--- config.mk ---
export PLATFORM = sky130hd
export DESIGN_NAME = scancode_line_editor_flat
export DESIGN_NICKNAME = d
export VERILOG_FILES = /design/src/rtl/sle_pkg.sv /design/src/rtl/sle_if.sv /design/src/rtl/scancode_line_editor.sv /design/src/flat_wrapper.sv
export SDC_FILE = /design/constraint.sdc
export NUM_CORES = 1
export LEC_CHECK = 0
export BUFFER_PORTS_ARGS = -buffer_cell sky130_fd_sc_hd__buf_2
export CAP_MARGIN = 10
export CORE_MARGIN = 8
export CORE_UTILIZATION = 60
export CTS_BUF_LIST = sky130_fd_sc_hd__clkbuf_8
export DETAILED_ROUTE_END_ITERATION = 7
export PLACE_DENSITY_LB_ADDON = 0.1
export SLEW_MARGIN = 20
export SYNTH_ARGS = -nofsm -noshare
export SYNTH_HDL_FRONTEND = slang
export SYNTH_SLANG_ARGS = --single-unit
--- constraint.sdc ---
create_clock -name clk -period 9.9 [get_ports clk]
set_input_delay 0.99 -clock clk [delete_from_list [all_inputs] [get_ports clk]]
set_output_delay 0.99 -clock clk [all_outputs]
set_load 0.005 [all_outputs]
--- src/rtl/sle_pkg.sv ---
`timescale 1ns / 1ps
// ----------------------------------------------------------------------------
// sle_pkg
// Shared types, codes and the set-1 scancode translation tables for the
// scancode line editor.
// ----------------------------------------------------------------------------
package sle_pkg;

  localparam int LINE_CAPACITY_DEF = 128;

  typedef enum logic [1:0] {
    CMD_SCAN = 2'd0,
    CMD_READ = 2'd1,
    CMD_TAKE = 2'd2
  } command_t;

  localparam logic [7:0] SC_LSHIFT_MAKE  = 8'h2A;
  localparam logic [7:0] SC_RSHIFT_MAKE  = 8'h36;
  localparam logic [7:0] SC_LSHIFT_BREAK = 8'hAA;
  localparam logic [7:0] SC_RSHIFT_BREAK = 8'hB6;

  localparam logic [6:0] CH_NONE      = 7'd0;
  localparam logic [6:0] CH_BACKSPACE = 7'd8;
  localparam logic [6:0] CH_TAB       = 7'd9;
  localparam logic [6:0] CH_NEWLINE   = 7'd10;

  // Translate a make code; unmapped codes give CH_NONE.
  function automatic logic [6:0] sle_map(input logic shifted, input logic [6:0] code);
    logic [7:0] c;
    c = 8'h00;
    case (code)
      7'h02: c = shifted ? "!" : "1";
      7'h03: c = shifted ? "@" : "2";
      7'h04: c = shifted ? "#" : "3";
      7'h05: c = shifted ? "$" : "4";
      7'h06: c = shifted ? "%" : "5";
      7'h07: c = shifted ? "^" : "6";
      7'h08: c = shifted ? "&" : "7";
      7'h09: c = shifted ? "*" : "8";
      7'h0A: c = shifted ? "(" : "9";
      7'h0B: c = shifted ? ")" : "0";
      7'h0C: c = shifted ? "_" : "-";
      7'h0D: c = shifted ? "+" : "=";
      7'h0E: c = {1'b0, CH_BACKSPACE};
      7'h0F: c = shifted ? 8'h00 : {1'b0, CH_TAB};
      7'h10: c = shifted ? "Q" : "q";
      7'h11: c = shifted ? "W" : "w";
      7'h12: c = shifted ? "E" : "e";
      7'h13: c = shifted ? "R" : "r";
      7'h14: c = shifted ? "T" : "t";
      7'h15: c = shifted ? "Y" : "y";
      7'h16: c = shifted ? "U" : "u";
      7'h17: c = shifted ? "I" : "i";
      7'h18: c = shifted ? "O" : "o";
      7'h19: c = shifted ? "P" : "p";
      7'h1C: c = {1'b0, CH_NEWLINE};
      7'h1E: c = shifted ? "A" : "a";
      7'h1F: c = shifted ? "S" : "s";
      7'h20: c = shifted ? "D" : "d";
      7'h21: c = shifted ? "F" : "f";
      7'h22: c = shifted ? "G" : "g";
      7'h23: c = shifted ? "H" : "h";
      7'h24: c = shifted ? "J" : "j";
      7'h25: c = shifted ? "K" : "k";
      7'h26: c = shifted ? "L" : "l";
      7'h2C: c = shifted ? "Z" : "z";
      7'h2D: c = shifted ? "X" : "x";
      7'h2E: c = shifted ? "C" : "c";
      7'h2F: c = shifted ? "V" : "v";
      7'h30: c = shifted ? "B" : "b";
      7'h31: c = shifted ? "N" : "n";
      7'h32: c = shifted ? "M" : "m";
      7'h39: c = " ";
      default: c = 8'h00;
    endcase
    return c[6:0];
  endfunction

  // Result word fields other than the store read data.
  typedef struct packed {
    logic       echo_valid;
    logic [6:0] echo_char;
    logic       rd_en;
    logic [7:0] line_length;
    logic       line_done;
    logic       shift_active;
  } stage_t;

endpackage

--- src/rtl/sle_if.sv ---
`timescale 1ns / 1ps
// ----------------------------------------------------------------------------
// sle_if
// Valid/ready channels of the scancode line editor: command words in,
// result words out.
// ----------------------------------------------------------------------------
interface sle_cmd_if;
  logic       valid;
  logic       ready;
  logic [1:0] command;
  logic [7:0] scancode;
  logic [6:0] read_index;

  modport source (output valid, command, scancode, read_index, input ready);
  modport sink   (input valid, command, scancode, read_index, output ready);
endinterface

interface sle_res_if;
  logic       valid;
  logic       ready;
  logic       echo_valid;
  logic [6:0] echo_char;
  logic [6:0] read_char;
  logic [7:0] line_length;
  logic       line_done;
  logic       shift_active;

  modport source (output valid, echo_valid, echo_char, read_char, line_length,
                  line_done, shift_active, input ready);
  modport sink   (input valid, echo_valid, echo_char, read_char, line_length,
                  line_done, shift_active, output ready);
endinterface

--- src/rtl/scancode_line_editor.sv ---
`timescale 1ns / 1ps
// ----------------------------------------------------------------------------
// scancode_line_editor
// Set-1 scancode to ASCII line editor with a character store.
// ----------------------------------------------------------------------------
// One command word per cycle is accepted while the read stage is empty or
// advancing, and each yields exactly one result word: the accept edge loads
// the store read stage, which then passes it on to the output register.
// Scancode words track shift, translate make codes and edit the line (append,
// backspace, newline sets line ready); read words fetch a stored character (0
// at or past the length); take words clear the length and the ready flag. The
// line lives in a LINE_CAPACITY x 7 one-write, one-read synchronous memory,
// written at the accept edge and read through a registered port; the scalar
// state (shift, length, ready) sits in flops so the next word sees it
// at once. No clearing pass is needed after reset. The output register lets a
// new word in while a result waits to be taken.
// ----------------------------------------------------------------------------
module scancode_line_editor
  import sle_pkg::*;
#(
  parameter int LINE_CAPACITY = LINE_CAPACITY_DEF
) (
  input  logic     clk,
  input  logic     rst_n,
  sle_cmd_if.sink  in_if,
  sle_res_if.source out_if
);

  localparam int CW = $clog2(LINE_CAPACITY + 1);
  localparam int AW = $clog2(LINE_CAPACITY);

  // Line store.
  logic [6:0] mem [LINE_CAPACITY];
  logic [6:0] mem_q_r;

  // Scalar state.
  logic          shift_r, shift_nxt;
  logic          ready_r, ready_nxt;
  logic [CW-1:0] count_r, count_nxt;

  // Pipeline: read stage and output register.
  logic   s1_v_r, out_v_r;
  stage_t s1_r, s1_nxt;
  stage_t out_r;
  logic [6:0] out_rd_r;

  logic accept, s1_adv;
  logic wr_en;
  logic [6:0] wr_data;
  logic [AW-1:0] wr_addr, rd_addr;
  logic rd_hit;
  logic [6:0] ch;
  logic [CW+6:0] idx_ext, cnt_ext;
  logic [CW+7:0] len_ext;

  // Advance the read stage when the output register is free or draining.
  assign s1_adv       = s1_v_r && (!out_v_r || out_if.ready);
  assign in_if.ready  = !s1_v_r || s1_adv;
  assign accept       = in_if.valid && in_if.ready;

  assign idx_ext = {{CW{1'b0}}, in_if.read_index};
  assign cnt_ext = {7'b0, count_r};
  assign rd_hit  = idx_ext < cnt_ext;
  assign rd_addr = idx_ext[AW-1:0];
  assign wr_addr = count_r[AW-1:0];

  // Command decode and state update.
  always_comb begin
    shift_nxt = shift_r;
    ready_nxt = ready_r;
    count_nxt = count_r;
    wr_en     = 1'b0;
    wr_data   = CH_NONE;
    ch        = CH_NONE;
    s1_nxt    = '0;
    unique case (command_t'(in_if.command))
      CMD_SCAN: begin
        if (in_if.scancode == SC_LSHIFT_MAKE || in_if.scancode == SC_RSHIFT_MAKE) begin
          shift_nxt = 1'b1;
        end else if (in_if.scancode == SC_LSHIFT_BREAK ||
                     in_if.scancode == SC_RSHIFT_BREAK) begin
          shift_nxt = 1'b0;
        end
        // Break codes carry bit 7 and translate to nothing.
        if (!in_if.scancode[7]) begin
          ch = sle_map(shift_nxt, in_if.scancode[6:0]);
        end
        if (ch == CH_NEWLINE) begin
          ready_nxt         = 1'b1;
          s1_nxt.echo_valid = 1'b1;
          s1_nxt.echo_char  = CH_NEWLINE;
        end else if (ch == CH_BACKSPACE) begin
          if (count_r != '0) begin
            count_nxt         = count_r - CW'(1);
            s1_nxt.echo_valid = 1'b1;
            s1_nxt.echo_char  = CH_BACKSPACE;
          end
        end else if (ch != CH_NONE && count_r < CW'(LINE_CAPACITY)) begin
          wr_en             = 1'b1;
          wr_data           = ch;
          count_nxt         = count_r + CW'(1);
          s1_nxt.echo_valid = 1'b1;
          s1_nxt.echo_char  = ch;
        end
      end
      CMD_READ: begin
        s1_nxt.rd_en = rd_hit;
      end
      CMD_TAKE: begin
        ready_nxt = 1'b0;
        count_nxt = '0;
      end
      default: begin
      end
    endcase
    len_ext             = {8'b0, count_nxt};
    s1_nxt.line_length  = len_ext[7:0];
    s1_nxt.line_done    = ready_nxt;
    s1_nxt.shift_active = shift_nxt;
  end

  // Store write and registered read; hold read data while the stage stalls.
  always_ff @(posedge clk) begin
    if (accept && wr_en) begin
      mem[wr_addr] <= wr_data;
    end
    if (accept) begin
      mem_q_r <= mem[rd_addr];
    end
  end

  always_ff @(posedge clk) begin
    if (!rst_n) begin
      shift_r <= 1'b0;
      ready_r <= 1'b0;
      count_r <= '0;
      s1_v_r  <= 1'b0;
      out_v_r <= 1'b0;
    end else begin
      if (accept) begin
        shift_r <= shift_nxt;
        ready_r <= ready_nxt;
        count_r <= count_nxt;
      end
      if (accept) begin
        s1_v_r <= 1'b1;
      end else if (s1_adv) begin
        s1_v_r <= 1'b0;
      end
      if (s1_adv) begin
        out_v_r <= 1'b1;
      end else if (out_if.ready) begin
        out_v_r <= 1'b0;
      end
    end
  end

  // Payload registers.
  always_ff @(posedge clk) begin
    if (accept) begin
      s1_r <= s1_nxt;
    end
    if (s1_adv) begin
      out_r    <= s1_r;
      out_rd_r <= s1_r.rd_en ? mem_q_r : CH_NONE;
    end
  end

  assign out_if.valid        = out_v_r;
  assign out_if.echo_valid   = out_r.echo_valid;
  assign out_if.echo_char    = out_r.echo_char;
  assign out_if.read_char    = out_rd_r;
  assign out_if.line_length  = out_r.line_length;
  assign out_if.line_done    = out_r.line_done;
  assign out_if.shift_active = out_r.shift_active;

  // Length never passes the store capacity.
  a_count_bound: assert property (@(posedge clk) disable iff (!rst_n)
    count_r <= CW'(LINE_CAPACITY))
    else $error("line length exceeds capacity");

  // A take word leaves an empty, not-ready line.
  a_take_clears: assert property (@(posedge clk) disable iff (!rst_n)
    accept && in_if.command == CMD_TAKE |=> count_r == '0 && !ready_r)
    else $error("take did not clear the line");

  // An echo always carries a real character.
  a_echo_nonzero: assert property (@(posedge clk) disable iff (!rst_n)
    out_v_r && out_r.echo_valid |-> out_r.echo_char != CH_NONE)
    else $error("echo with null character");

  // A read that hits the store targets an entry below the length.
  a_read_below_len: assert property (@(posedge clk) disable iff (!rst_n)
    accept && in_if.command == CMD_READ && rd_hit |-> {1'b0, rd_addr} < {1'b0, count_r})
    else $error("store read beyond length");

endmodule
--- src/flat_wrapper.sv ---
// flat-port wrapper written by rule: the top's interface ports become plain ports
module scancode_line_editor_flat import sle_pkg::*;
#(
  parameter int LINE_CAPACITY = LINE_CAPACITY_DEF
)
  (clk, rst_n, in_if_valid, in_if_command, in_if_scancode, in_if_read_index, in_if_ready, out_if_valid, out_if_echo_valid, out_if_echo_char, out_if_read_char, out_if_line_length, out_if_line_done, out_if_shift_active, out_if_ready);
  sle_cmd_if in_if_i ();
  sle_res_if out_if_i ();
  input  logic clk;
  input  logic rst_n;
  input wire logic [$bits(in_if_i.valid)-1:0] in_if_valid;
  input wire logic [$bits(in_if_i.command)-1:0] in_if_command;
  input wire logic [$bits(in_if_i.scancode)-1:0] in_if_scancode;
  input wire logic [$bits(in_if_i.read_index)-1:0] in_if_read_index;
  output wire logic [$bits(in_if_i.ready)-1:0] in_if_ready;
  output wire logic [$bits(out_if_i.valid)-1:0] out_if_valid;
  output wire logic [$bits(out_if_i.echo_valid)-1:0] out_if_echo_valid;
  output wire logic [$bits(out_if_i.echo_char)-1:0] out_if_echo_char;
  output wire logic [$bits(out_if_i.read_char)-1:0] out_if_read_char;
  output wire logic [$bits(out_if_i.line_length)-1:0] out_if_line_length;
  output wire logic [$bits(out_if_i.line_done)-1:0] out_if_line_done;
  output wire logic [$bits(out_if_i.shift_active)-1:0] out_if_shift_active;
  input wire logic [$bits(out_if_i.ready)-1:0] out_if_ready;
  assign in_if_i.valid = in_if_valid;
  assign in_if_i.command = in_if_command;
  assign in_if_i.scancode = in_if_scancode;
  assign in_if_i.read_index = in_if_read_index;
  assign in_if_ready = in_if_i.ready;
  assign out_if_valid = out_if_i.valid;
  assign out_if_echo_valid = out_if_i.echo_valid;
  assign out_if_echo_char = out_if_i.echo_char;
  assign out_if_read_char = out_if_i.read_char;
  assign out_if_line_length = out_if_i.line_length;
  assign out_if_line_done = out_if_i.line_done;
  assign out_if_shift_active = out_if_i.shift_active;
  assign out_if_i.ready = out_if_ready;
  scancode_line_editor #(.LINE_CAPACITY(LINE_CAPACITY)) u_core (.clk(clk), .rst_n(rst_n), .in_if(in_if_i), .out_if(out_if_i));
endmodule
==> results.py, run 1 <==
metrics = {
    "run_status": {
        "status": "finished clean",
    },
    "worst_hold_path": {
        "min_delay_path_depth": 0,
        "worstHoldPathType": "flip-flop to flip-flop",
        "min_from": "u_core.s1_r[5]$_DFFE_PP_",
        "hold_end": "u_core.out_if.line_length[3]$_DFFE_PP_",
    },
    "clock_tree": {
        "clockRootBuffer": "clkbuf_8",
        "clkSinkCount": 959,
        "cts_buffers": 147,
        "ctsHoldBuffers": 0,
        "cts_tree": "yes",
        "cts_resized": 0,
        "clock_latency_ns": 0.79,
        "clock_path_buffers": 3,
        "path_clk_slew_ns": 0.06,
        "htree_num_levels": 4,
        "postCtsSetupBuffers": 0,
    },
    "logic_synthesis": {
        "synth_edf_count": 947,
        "ys_ff_latch": 959,
        "yosysTopAreaCell": "edfxtp_1",
        "async_flop_share": 0,
        "yosys_warnings": 0,
        "synthDistinctLibCells": 76,
        "ys_seq_area_frac": 0.741,
        "avgSynthCellArea_um2": 20.7,
        "synthCells": 1871,
        "synthFlopType": "edfxtp_1",
        "synth_top_cell_area_share": 0.735,
        "syn_nets": 1900,
        "synthesis.area_um2": 38700,
        "synth_area_leaders": "edfxtp_1 73%, mux4_2 17%, nor2_1 1.6%",
    },
    "layout": {
        "area_delta_synth_final_pct": 10.2,
        "layout_common_cells": "947 x edfxtp_1, 294 x mux4_2, 165 x nor2_1",
        "design_area_um2": 42600,
        "fin_util": 0.665,
        "layout-drive-gt1-share": 0.286,
        "finalNonFillerCells": 2955,
        "layout.cells.most_common": "edfxtp_1",
        "fillers": 4155,
        "fin_nets": 2016,
    },
    "pwr": {
        "p_leak_nw": 14.0,
        "power_density_nw_per_um2": 185,
        "vdd_ir_drop_max_mv": 0.115,
    },
    "place": {
        "place_area_um2": 39800,
        "hpwlAfterDp_mm": 52.6,
        "placed_cells": 2692,
        "place.gp.congestion": 0.906,
        "io_buffers": 47,
    },
    "sta": {
        "final-setup-viol-count": 0,
        "clock.fmax_mhz": 184,
        "maxSlewViolCount": 0,
        "period_needed_ns": 5.43,
        "finalHoldViolations": 0,
        "rsz0062_at_grt": "no",
        "period_share": 0.548,
        "fin_tns_setup_ns": 0,
        "finClkSkew_ns": 0.0336,
        "worst_pin_slew_ns": 1.03,
        "relSlewSlack": 0.310,
    },
    "global_route": {
        "grt_first_pass_wirelength_mm": 131,
        "grt_max_degree": 130,
        "use_met1": 0.350,
        "use_met3": 0.0495,
        "grt_util_met2": 0.375,
        "grt_pass1_vias": 19600,
        "grt-ovfl-total": 0,
        "antenna_found_initial": 2,
        "grtUsageTotal": 0.242,
        "busiest_layer": "met2",
    },
    "critical_path": {
        "crit_top_cell": "nand3_2",
        "critPathLaunchType": "input pin",
        "critical_path_class": "input pin to flip-flop",
        "critPathMaxFanout": 44,
        "required_ns": 10.31,
        "critPathMaxStageDelay_ns": 0.87,
        "reg2reg_from": "u_core.shift_r$_SDFFE_PN0P_",
        "crit_arrival_ns": 5.84,
        "r2r_end": "u_core.mem[86][5]$_DFFE_PP_",
        "worstPathCellList": "buf_2 > or3b_2 > a21o_1 > a21oi_1 > nor4_4 > a311oi_1 > nand3_2 > nor3_2 > nand3_2 > nor2_1",
        "reg2reg_depth": 9,
        "slowest_stage": "nor2_1",
        "end_kind": "flip-flop",
        "r2r_slack_ns": 4.99,
    },
    "drt": {
        "drc": 0,
        "vias": 19400,
        "viasPerCell": 6.55,
        "wire_per_inst_um": 29.6,
        "wirelength_mm": 87.4,
        "drt_iter0_markers": 2358,
        "first_pass_iters": 5,
        "ant_nets": 0,
    },
    "flow_run": {
        "cap_violations": 0,
    },
    "floorplanning": {
        "die_area_um2": 72900,
        "die_height_um": 270,
        "start_util": 0.604,
        "std_cell_rows": 93,
        "die_w_um": 270,
        "coreArea_um2": 64100,
        "ios": 48,
    },
}
==> final cells by class <==
class | instances | area, um^2 | share of cell area
diodes | 3 | 7.51 | 0.000176
clock buffers | 154 | 2120 | 0.0497
clock inverters | 105 | 657 | 0.0154
inverters | 17 | 63.8 | 0.00150
multi-input cells | 785 | 9530 | 0.224
flip-flops and latches | 959 | 28700 | 0.672
well taps | 855 | 1070 | 0.0251
repair buffers | 77 | 519 | 0.0122
==> where the power goes <==
part / switching [mW] / total, mW / internal (mW)
clock: 1.48 / 3.10 / 1.63
combinational: 0.201 / 0.352 / 0.151
sequential: 0.00465 / 4.43 / 4.43
total: 1.68 / 7.89 / 6.21
==> registers in the layout, indices dropped and copies added, names as in the netlist <==
signal                      flops
u_core.out_if.line_length       8
u_core.out_if.read_char         7
u_core.count_r                  8
u_core.out_if.shift_active      1
u_core.out_if.echo_valid        1
u_core.mem                    896
u_core.out_if.valid             1
u_core.s1_v_r                   1
u_core.s1_r                    19
u_core.shift_r                  1
u_core.out_if.line_done         1
u_core.ready_r                  1
u_core.out_if.echo_char         7
u_core.mem_q_r                  7
==> critical path: cells and delay by family <==
| kind | cells | cell delay (ns) |
|---|---|---|
| AOI/OAI and AO/OA | 3 | 1.00 |
| buffers and inverters | 1 | 0.55 |
| and+or+nand+nor | 6 | 3.25 |
==> synthesized netlist by cell type (15+ instances only) <==
| master | count |
|---|---|
| mux4_2 | 294 |
| a21oi_1 | 19 |
| nor3_1 | 26 |
| buf_2 | 20 |
| buf_1 | 23 |
| clkbuf_1 | 61 |
| nand2_1 | 47 |
| nand3_1 | 15 |
| nor2_1 | 168 |
| inv_1 | 15 |
| edfxtp_1 | 947 |
| o21ai_0 | 23 |
==> kinds of logic (layout without fill, tap and decap cells) <==
kind of cell             after synthesis  in the layout  synth area share
XOR/XNOR                               2              2          0.000453
flip-flops                           959            959             0.741
adder cells (fa/ha/maj)                9              9           0.00285
AND/OR/NAND/NOR                      358            358            0.0465
other                                  0              3                 0
AO/OA/AOI/OAI                        109            109            0.0205
multiplexers                         307            307             0.175
buffers and inverters                127            353            0.0140
==> metal layers <==
metal,part of all wire,vias to the layer above
li1,-,8079
met1,0.41,10200
met2,0.48,963
met3,0.080,124
met4,0.023,0
met5,0,-
==> through the flow <==
stage                     setup WS (ns)  total power [mW]  hold WS (ns)
after floorplan                   0.863              4.76         0.400
after global placement             3.93              4.87         0.402
after detailed placement           3.82              4.87         0.405
after CTS                          4.63              7.94         0.409
after global routing               4.26              8.12         0.420
final                              4.47              7.89         0.415
==> how the worst max path moves through the flow <==
stage                      start                           to  depth (start not counted)
3_5_place_dp   in_if_scancode[3]  u_core.mem[34][3]$_DFFE_PP_                         10
4_1_cts        in_if_scancode[3]  u_core.mem[34][3]$_DFFE_PP_                         10
2_1_floorplan  in_if_scancode[2]   u_core.mem[0][5]$_DFFE_PP_                          9
6_report       in_if_scancode[3]  u_core.mem[86][5]$_DFFE_PP_                         10
3_3_place_gp   in_if_scancode[3]  u_core.mem[94][5]$_DFFE_PP_                         10
5_1_grt        in_if_scancode[2]  u_core.mem[34][0]$_DFFE_PP_                         10
Power figures use the tool's default switching activity.
==> inputs of run 2 (changes only) <==
- clock period: 9.9 -> 5.4 ns (I/O delays scaled with it)
==> results.py, run 2 (synthesis results as in run 1) <==
metrics = {
    "place": {
        "place.gp.congestion": 0.913,
        "hpwlAfterDp_mm": 53.1,
        "io_buffers": 47,
    },
    "layout": {
        "reg.largest.list": "u_core.mem: 896 flops, u_core.s1_r: 19 flops",
        "layout-drive-gt1-share": 0.290,
        "area_delta_synth_final_pct": 10.9,
        "fillers": 4142,
        "regMostFlops": "u_core.mem",
        "layout.cells.most_common": "edfxtp_1",
        "fin_nets": 2047,
        "layout_common_cells": "947 x edfxtp_1, 294 x mux4_2, 165 x nor2_1",
        "largest_reg_flops": 896,
    },
    "floorplanning": {
        "std_cell_rows": 93,
        "die_w_um": 270,
        "start_util": 0.604,
        "die_area_um2": 72900,
        "ios": 48,
        "die_height_um": 270,
        "coreArea_um2": 64100,
    },
    "sta": {
        "rsz0062_at_grt": "no",
        "final-setup-viol-count": 0,
        "period_share": 0.739,
        "finClkSkew_ns": 0.0276,
        "clock.fmax_mhz": 251,
        "relSlewSlack": 0.251,
        "maxSlewViolCount": 0,
        "worst_pin_slew_ns": 1.12,
        "period_needed_ns": 3.99,
        "fin_tns_setup_ns": 0,
        "finalHoldViolations": 0,
    },
    "drt": {
        "first_pass_iters": 6,
        "wire_per_inst_um": 28.4,
        "vias": 19200,
        "drc": 0,
        "drt_iter0_markers": 1966,
        "wirelength_mm": 84.8,
        "viasPerCell": 6.42,
        "ant_nets": 0,
    },
    "critical_path": {
        "crit_arrival_ns": 4.40,
        "critPathMaxFanout": 16,
        "reg2reg_from": "u_core.shift_r$_SDFFE_PN0P_",
        "required_ns": 5.81,
        "reg2reg_depth": 11,
        "end_kind": "flip-flop",
        "critical_path_class": "flip-flop to flip-flop",
        "critPathLaunchType": "flip-flop",
        "cp-startpoint": "u_core.shift_r$_SDFFE_PN0P_",
    },
    "clock_tree": {
        "cts_tree": "yes",
        "cts_buffers": 149,
        "postCtsSetupBuffers": 0,
        "path_clk_slew_ns": 0.06,
        "cts_resized": 0,
        "clockRootBuffer": "clkbuf_8",
        "clkSinkCount": 959,
        "htree_num_levels": 4,
        "clock_path_buffers": 3,
        "clock_latency_ns": 0.78,
    },
    "worst_hold_path": {
        "min_delay_path_depth": 2,
        "min_from": "rst_n",
        "worstHoldPathType": "input pin to flip-flop",
    },
    "global_route": {
        "grt_first_pass_wirelength_mm": 127,
        "grt-ovfl-total": 0,
        "antenna_found_initial": 4,
        "grt_pass1_vias": 19700,
        "grtUsageTotal": 0.234,
        "grt_max_degree": 101,
    },
    "pwr": {
        "total_power_mw": 14.2,
        "p_leak_nw": 14.0,
        "power_density_nw_per_um2": 331,
        "vdd_ir_drop_max_mv": 0.302,
    },
    "flow_run": {
        "cap_violations": 0,
    },
    "run_status": {
        "status": "finished clean",
    },
}
run 2: cell types whose count changed in the layout (fill, tap and decap cells not counted), moves of 2 or more:
cell | before | now
nor3_4 | 0 | 3
clkinvlp_4 | 8 | 6
inv_1 | 49 | 65
bufinv_16 | 7 | 2
buf_12 | 1 | 15
clkinv_1 | 40 | 37
nor3_2 | 5 | 2
buf_4 | 28 | 43
run 2: stage by stage:
stage	hold WS (ns)	instances	worst slack, ns	instance area, um^2	util
finish	0.139	2989	1.41	42900	0.669
global route	0.0736	2989	1.10	42900	0.669
CTS	0.0736	2985	1.46	42900	0.669
detailed placement	0.405	2720	0.738	40200	0.628
global placement	0.400	2720	0.752	40200	0.627
floorplan	0.400	1871	-0.956	38700	-
run 2: layout make-up:
cell class,instances,area (um^2),share of cell area
Clock buffer,153,2110,0.0491
Inverter,17,63.8,0.00149
Antenna cell,3,7.51,0.000175
Timing Repair Buffer,106,917,0.0214
Tap cell,855,1070,0.0249
Sequential cell,959,28700,0.668
Clock inverter,111,532,0.0124
Multi-Input combinational cell,785,9550,0.222
run 2: repair_timing:
item	4_1_cts	5_1_grt
setup endpoints to repair	0	0
endpoints found under the hold margin	1	0
hold buffers	1	0
run 2: worst paths after layout:
path                                                  to  slack [ns]
setup reg to reg             u_core.mem[77][6]$_DFFE_PP_        1.41
hold reg to reg   u_core.out_if.line_length[3]$_DFFE_PP_        0.42
setup / recovery             u_core.mem[77][6]$_DFFE_PP_        1.41
hold / removal          u_core.out_if.valid$_SDFFE_PN0P_        0.14
run 2: metal layers:
| layer | track usage | share of wire |
|---|---|---|
| met1 | 0.328 | 0.41 |
| met2 | 0.369 | 0.49 |
| met3 | 0.0559 | 0.078 |
| met4 | 0.0735 | 0.024 |
| met5 | 0 | 0 |
run 2: critical path: stages (launching register included):
cell      delay, ns
dfxtp_1        0.44
nor4_1         0.30
o21ai_0        0.12
a211oi_1       0.34
nor3_1         0.21
a311oi_1       0.48
nand3_2        0.15
buf_4          0.25
nor2_2         0.29
nand4_2        0.14
buf_4          0.30
nor2_1         0.57
run 2: power breakdown:
group          total [mW]  leakage, nW  switching [mW]  internal, mW
Clock                5.43         1.53            2.70          2.73
Sequential           8.13         9.15         0.00900          8.12
Combinational       0.664         3.31           0.372         0.292
Total                14.2         14.0            3.08          11.1
==> inputs of run 3 (changes only) <==
- CORE_UTILIZATION: 60 -> 59
- clock period: 5.4 -> 3.61 ns (I/O delays scaled with it)
==> results.py, run 3 (synthesis results as in run 1) <==
metrics = {
    "critical_path": {
        "critPathLaunchType": "flip-flop",
        "crit_arrival_ns": 3.63,
        "required_ns": 4.07,
        "crit_buf_inv": 2,
        "end_kind": "flip-flop",
        "critical_path_class": "flip-flop to flip-flop",
        "critPathMaxFanout": 11,
        "path_delay_family": "simple AND/OR/NAND/NOR gates",
        "worstPathCellList": "nor4_2 > o21ai_1 > a211oi_2 > nor3_4 > a311oi_2 > nand3_2 > nor2_2 > nand2_1 > buf_12 > nor2_1 > buf_4",
        "critPathMaxStageDelay_ns": 0.41,
        "slowest_stage": "dfxtp_1",
    },
    "clock_tree": {
        "cts_resized": 0,
        "path_clk_slew_ns": 0.07,
        "postCtsSetupBuffers": 0,
        "clockRootBuffer": "clkbuf_8",
        "clock_path_buffers": 3,
        "clkSinkCount": 959,
        "cts_tree": "yes",
        "clock_latency_ns": 0.77,
        "cts_buffers": 147,
        "htree_num_levels": 4,
    },
    "layout": {
        "area_delta_synth_final_pct": 16.2,
        "layout-drive-gt1-share": 0.359,
        "reg.largest.list": "u_core.mem: 896 flops, u_core.s1_r: 19 flops",
        "finalNonFillerCells": 3202,
        "fin_util": 0.688,
        "largest_reg_flops": 896,
        "layout.cells.most_common": "edfxtp_1",
        "fillers": 4197,
        "layout_common_cells": "947 x edfxtp_1, 294 x mux4_2, 219 x buf_4",
        "regMostFlops": "u_core.mem",
        "fin_nets": 2251,
    },
    "sta": {
        "worst_pin_slew_ns": 0.791,
        "final-setup-viol-count": 0,
        "finalHoldViolations": 0,
        "maxSlewViolCount": 0,
        "relSlewSlack": 0.471,
        "rsz0062_at_grt": "no",
        "finClkSkew_ns": 0.0373,
        "period_share": 0.879,
        "clock.fmax_mhz": 315,
        "period_needed_ns": 3.17,
        "hold_slack_ns": 0.0917,
    },
    "run_status": {
        "status": "finished clean",
    },
    "floorplanning": {
        "start_util": 0.592,
        "die_area_um2": 74000,
        "die_height_um": 272,
        "std_cell_rows": 94,
        "ios": 48,
        "die_w_um": 272,
        "coreArea_um2": 65400,
    },
    "drt": {
        "wirelength_mm": 88.5,
        "drt_iter0_markers": 2114,
        "first_pass_iters": 5,
        "vias": 19900,
        "ant_nets": 0,
        "wire_per_inst_um": 27.6,
        "drc": 0,
        "viasPerCell": 6.21,
    },
    "global_route": {
        "grt_max_degree": 85,
        "grt_first_pass_wirelength_mm": 132,
        "grt-ovfl-total": 0,
        "grtUsageTotal": 0.243,
        "grt_pass1_vias": 20400,
        "antenna_found_initial": 7,
    },
    "pwr": {
        "power.switching_mw": 4.67,
        "power_density_nw_per_um2": 482,
        "p_sw_frac": 0.215,
        "internal-power_mw": 17.0,
        "seqPwrFrac": 0.561,
        "total_power_mw": 21.7,
        "vdd_ir_drop_max_mv": 0.435,
        "pwr-share-clk": 0.390,
        "p_leak_nw": 15.1,
        "pwr-share-comb": 0.049,
    },
    "place": {
        "place.gp.congestion": 0.879,
        "io_buffers": 47,
        "hpwlAfterDp_mm": 56.7,
        "placed_cells": 2931,
    },
    "worst_hold_path": {
        "worstHoldPathType": "input pin to flip-flop",
    },
    "flow_run": {
        "cap_violations": 0,
    },
}
[run 3: cell types whose count changed in the layout (fill, tap and decap cells not counted), moves of 2 or more]
cell / previous run / this run
nor4b_1: 5 / 3
dlygate4sd3_1: 1 / 6
nor4b_2: 0 / 2
bufinv_16: 2 / 5
inv_1: 65 / 54
buf_12: 15 / 41
clkinv_8: 0 / 2
clkbuf_8: 153 / 156
clkinv_2: 14 / 16
a311oi_1: 2 / 0
buf_4: 43 / 219
a311oi_2: 0 / 2
[run 3: repair_timing]
action,CTS,global route
endpoints found under the hold margin,12,0
hold buffers,6,0
setup endpoints to repair,0,0
[run 3: area by class of cell]
class                           instances  area (um^2)  share of cell area
Antenna cell                            3         7.51            0.000167
Clock buffer                          156         2150              0.0477
Clock inverter                        106          616              0.0137
Inverter                               17         63.8             0.00142
Multi-Input combinational cell        785         9610               0.214
Sequential cell                       959        28700               0.638
Tap cell                              864         1080              0.0240
Timing Repair Buffer                  312         2780              0.0617
[run 3: per-layer routing]
layer	part of all wire	global-route usage	routed length [um]
met5	0.00043	0	38
met4	0.027	0.0827	2420
met3	0.092	0.0653	8120
met2	0.47	0.367	41500
met1	0.41	0.347	36400
[run 3: final timing paths]
check                           cells after the start                              endpoint  slack (ns)                     startpoint
worst max-delay path                               11           u_core.mem[88][6]$_DFFE_PP_        0.44    u_core.shift_r$_SDFFE_PN0P_
worst max register to register                     11           u_core.mem[88][6]$_DFFE_PP_        0.44    u_core.shift_r$_SDFFE_PN0P_
worst min-delay path                                2         u_core.s1_r[10]$_SDFFCE_PP0P_        0.09               in_if_command[1]
worst min register to register                      0  u_core.out_if.echo_char[2]$_DFFE_PP_        0.42  u_core.s1_r[13]$_SDFFCE_PP0P_
[run 3: through the flow]
stage	cell area (um^2)	worst slack, ns	setup TNS [ns]
after floorplan	38900	-0.831	-414.75
after global placement	42100	0.0218	0
after detailed placement	42200	0.0387	0
after CTS	45000	0.459	0
after global routing	45000	0.237	0
final	45000	0.437	0
[run 3: power by group through the flow]
stage / combinational [mW] / clock [mW] / sequential (mW)
after floorplan: 0.687 / 0 / 12.4
after global placement: 1.06 / 0 / 12.4
after detailed placement: 1.06 / 0 / 12.4
after CTS: 1.07 / 8.63 / 12.2
after global routing: 1.13 / 9.13 / 12.2
final: 1.07 / 8.44 / 12.2
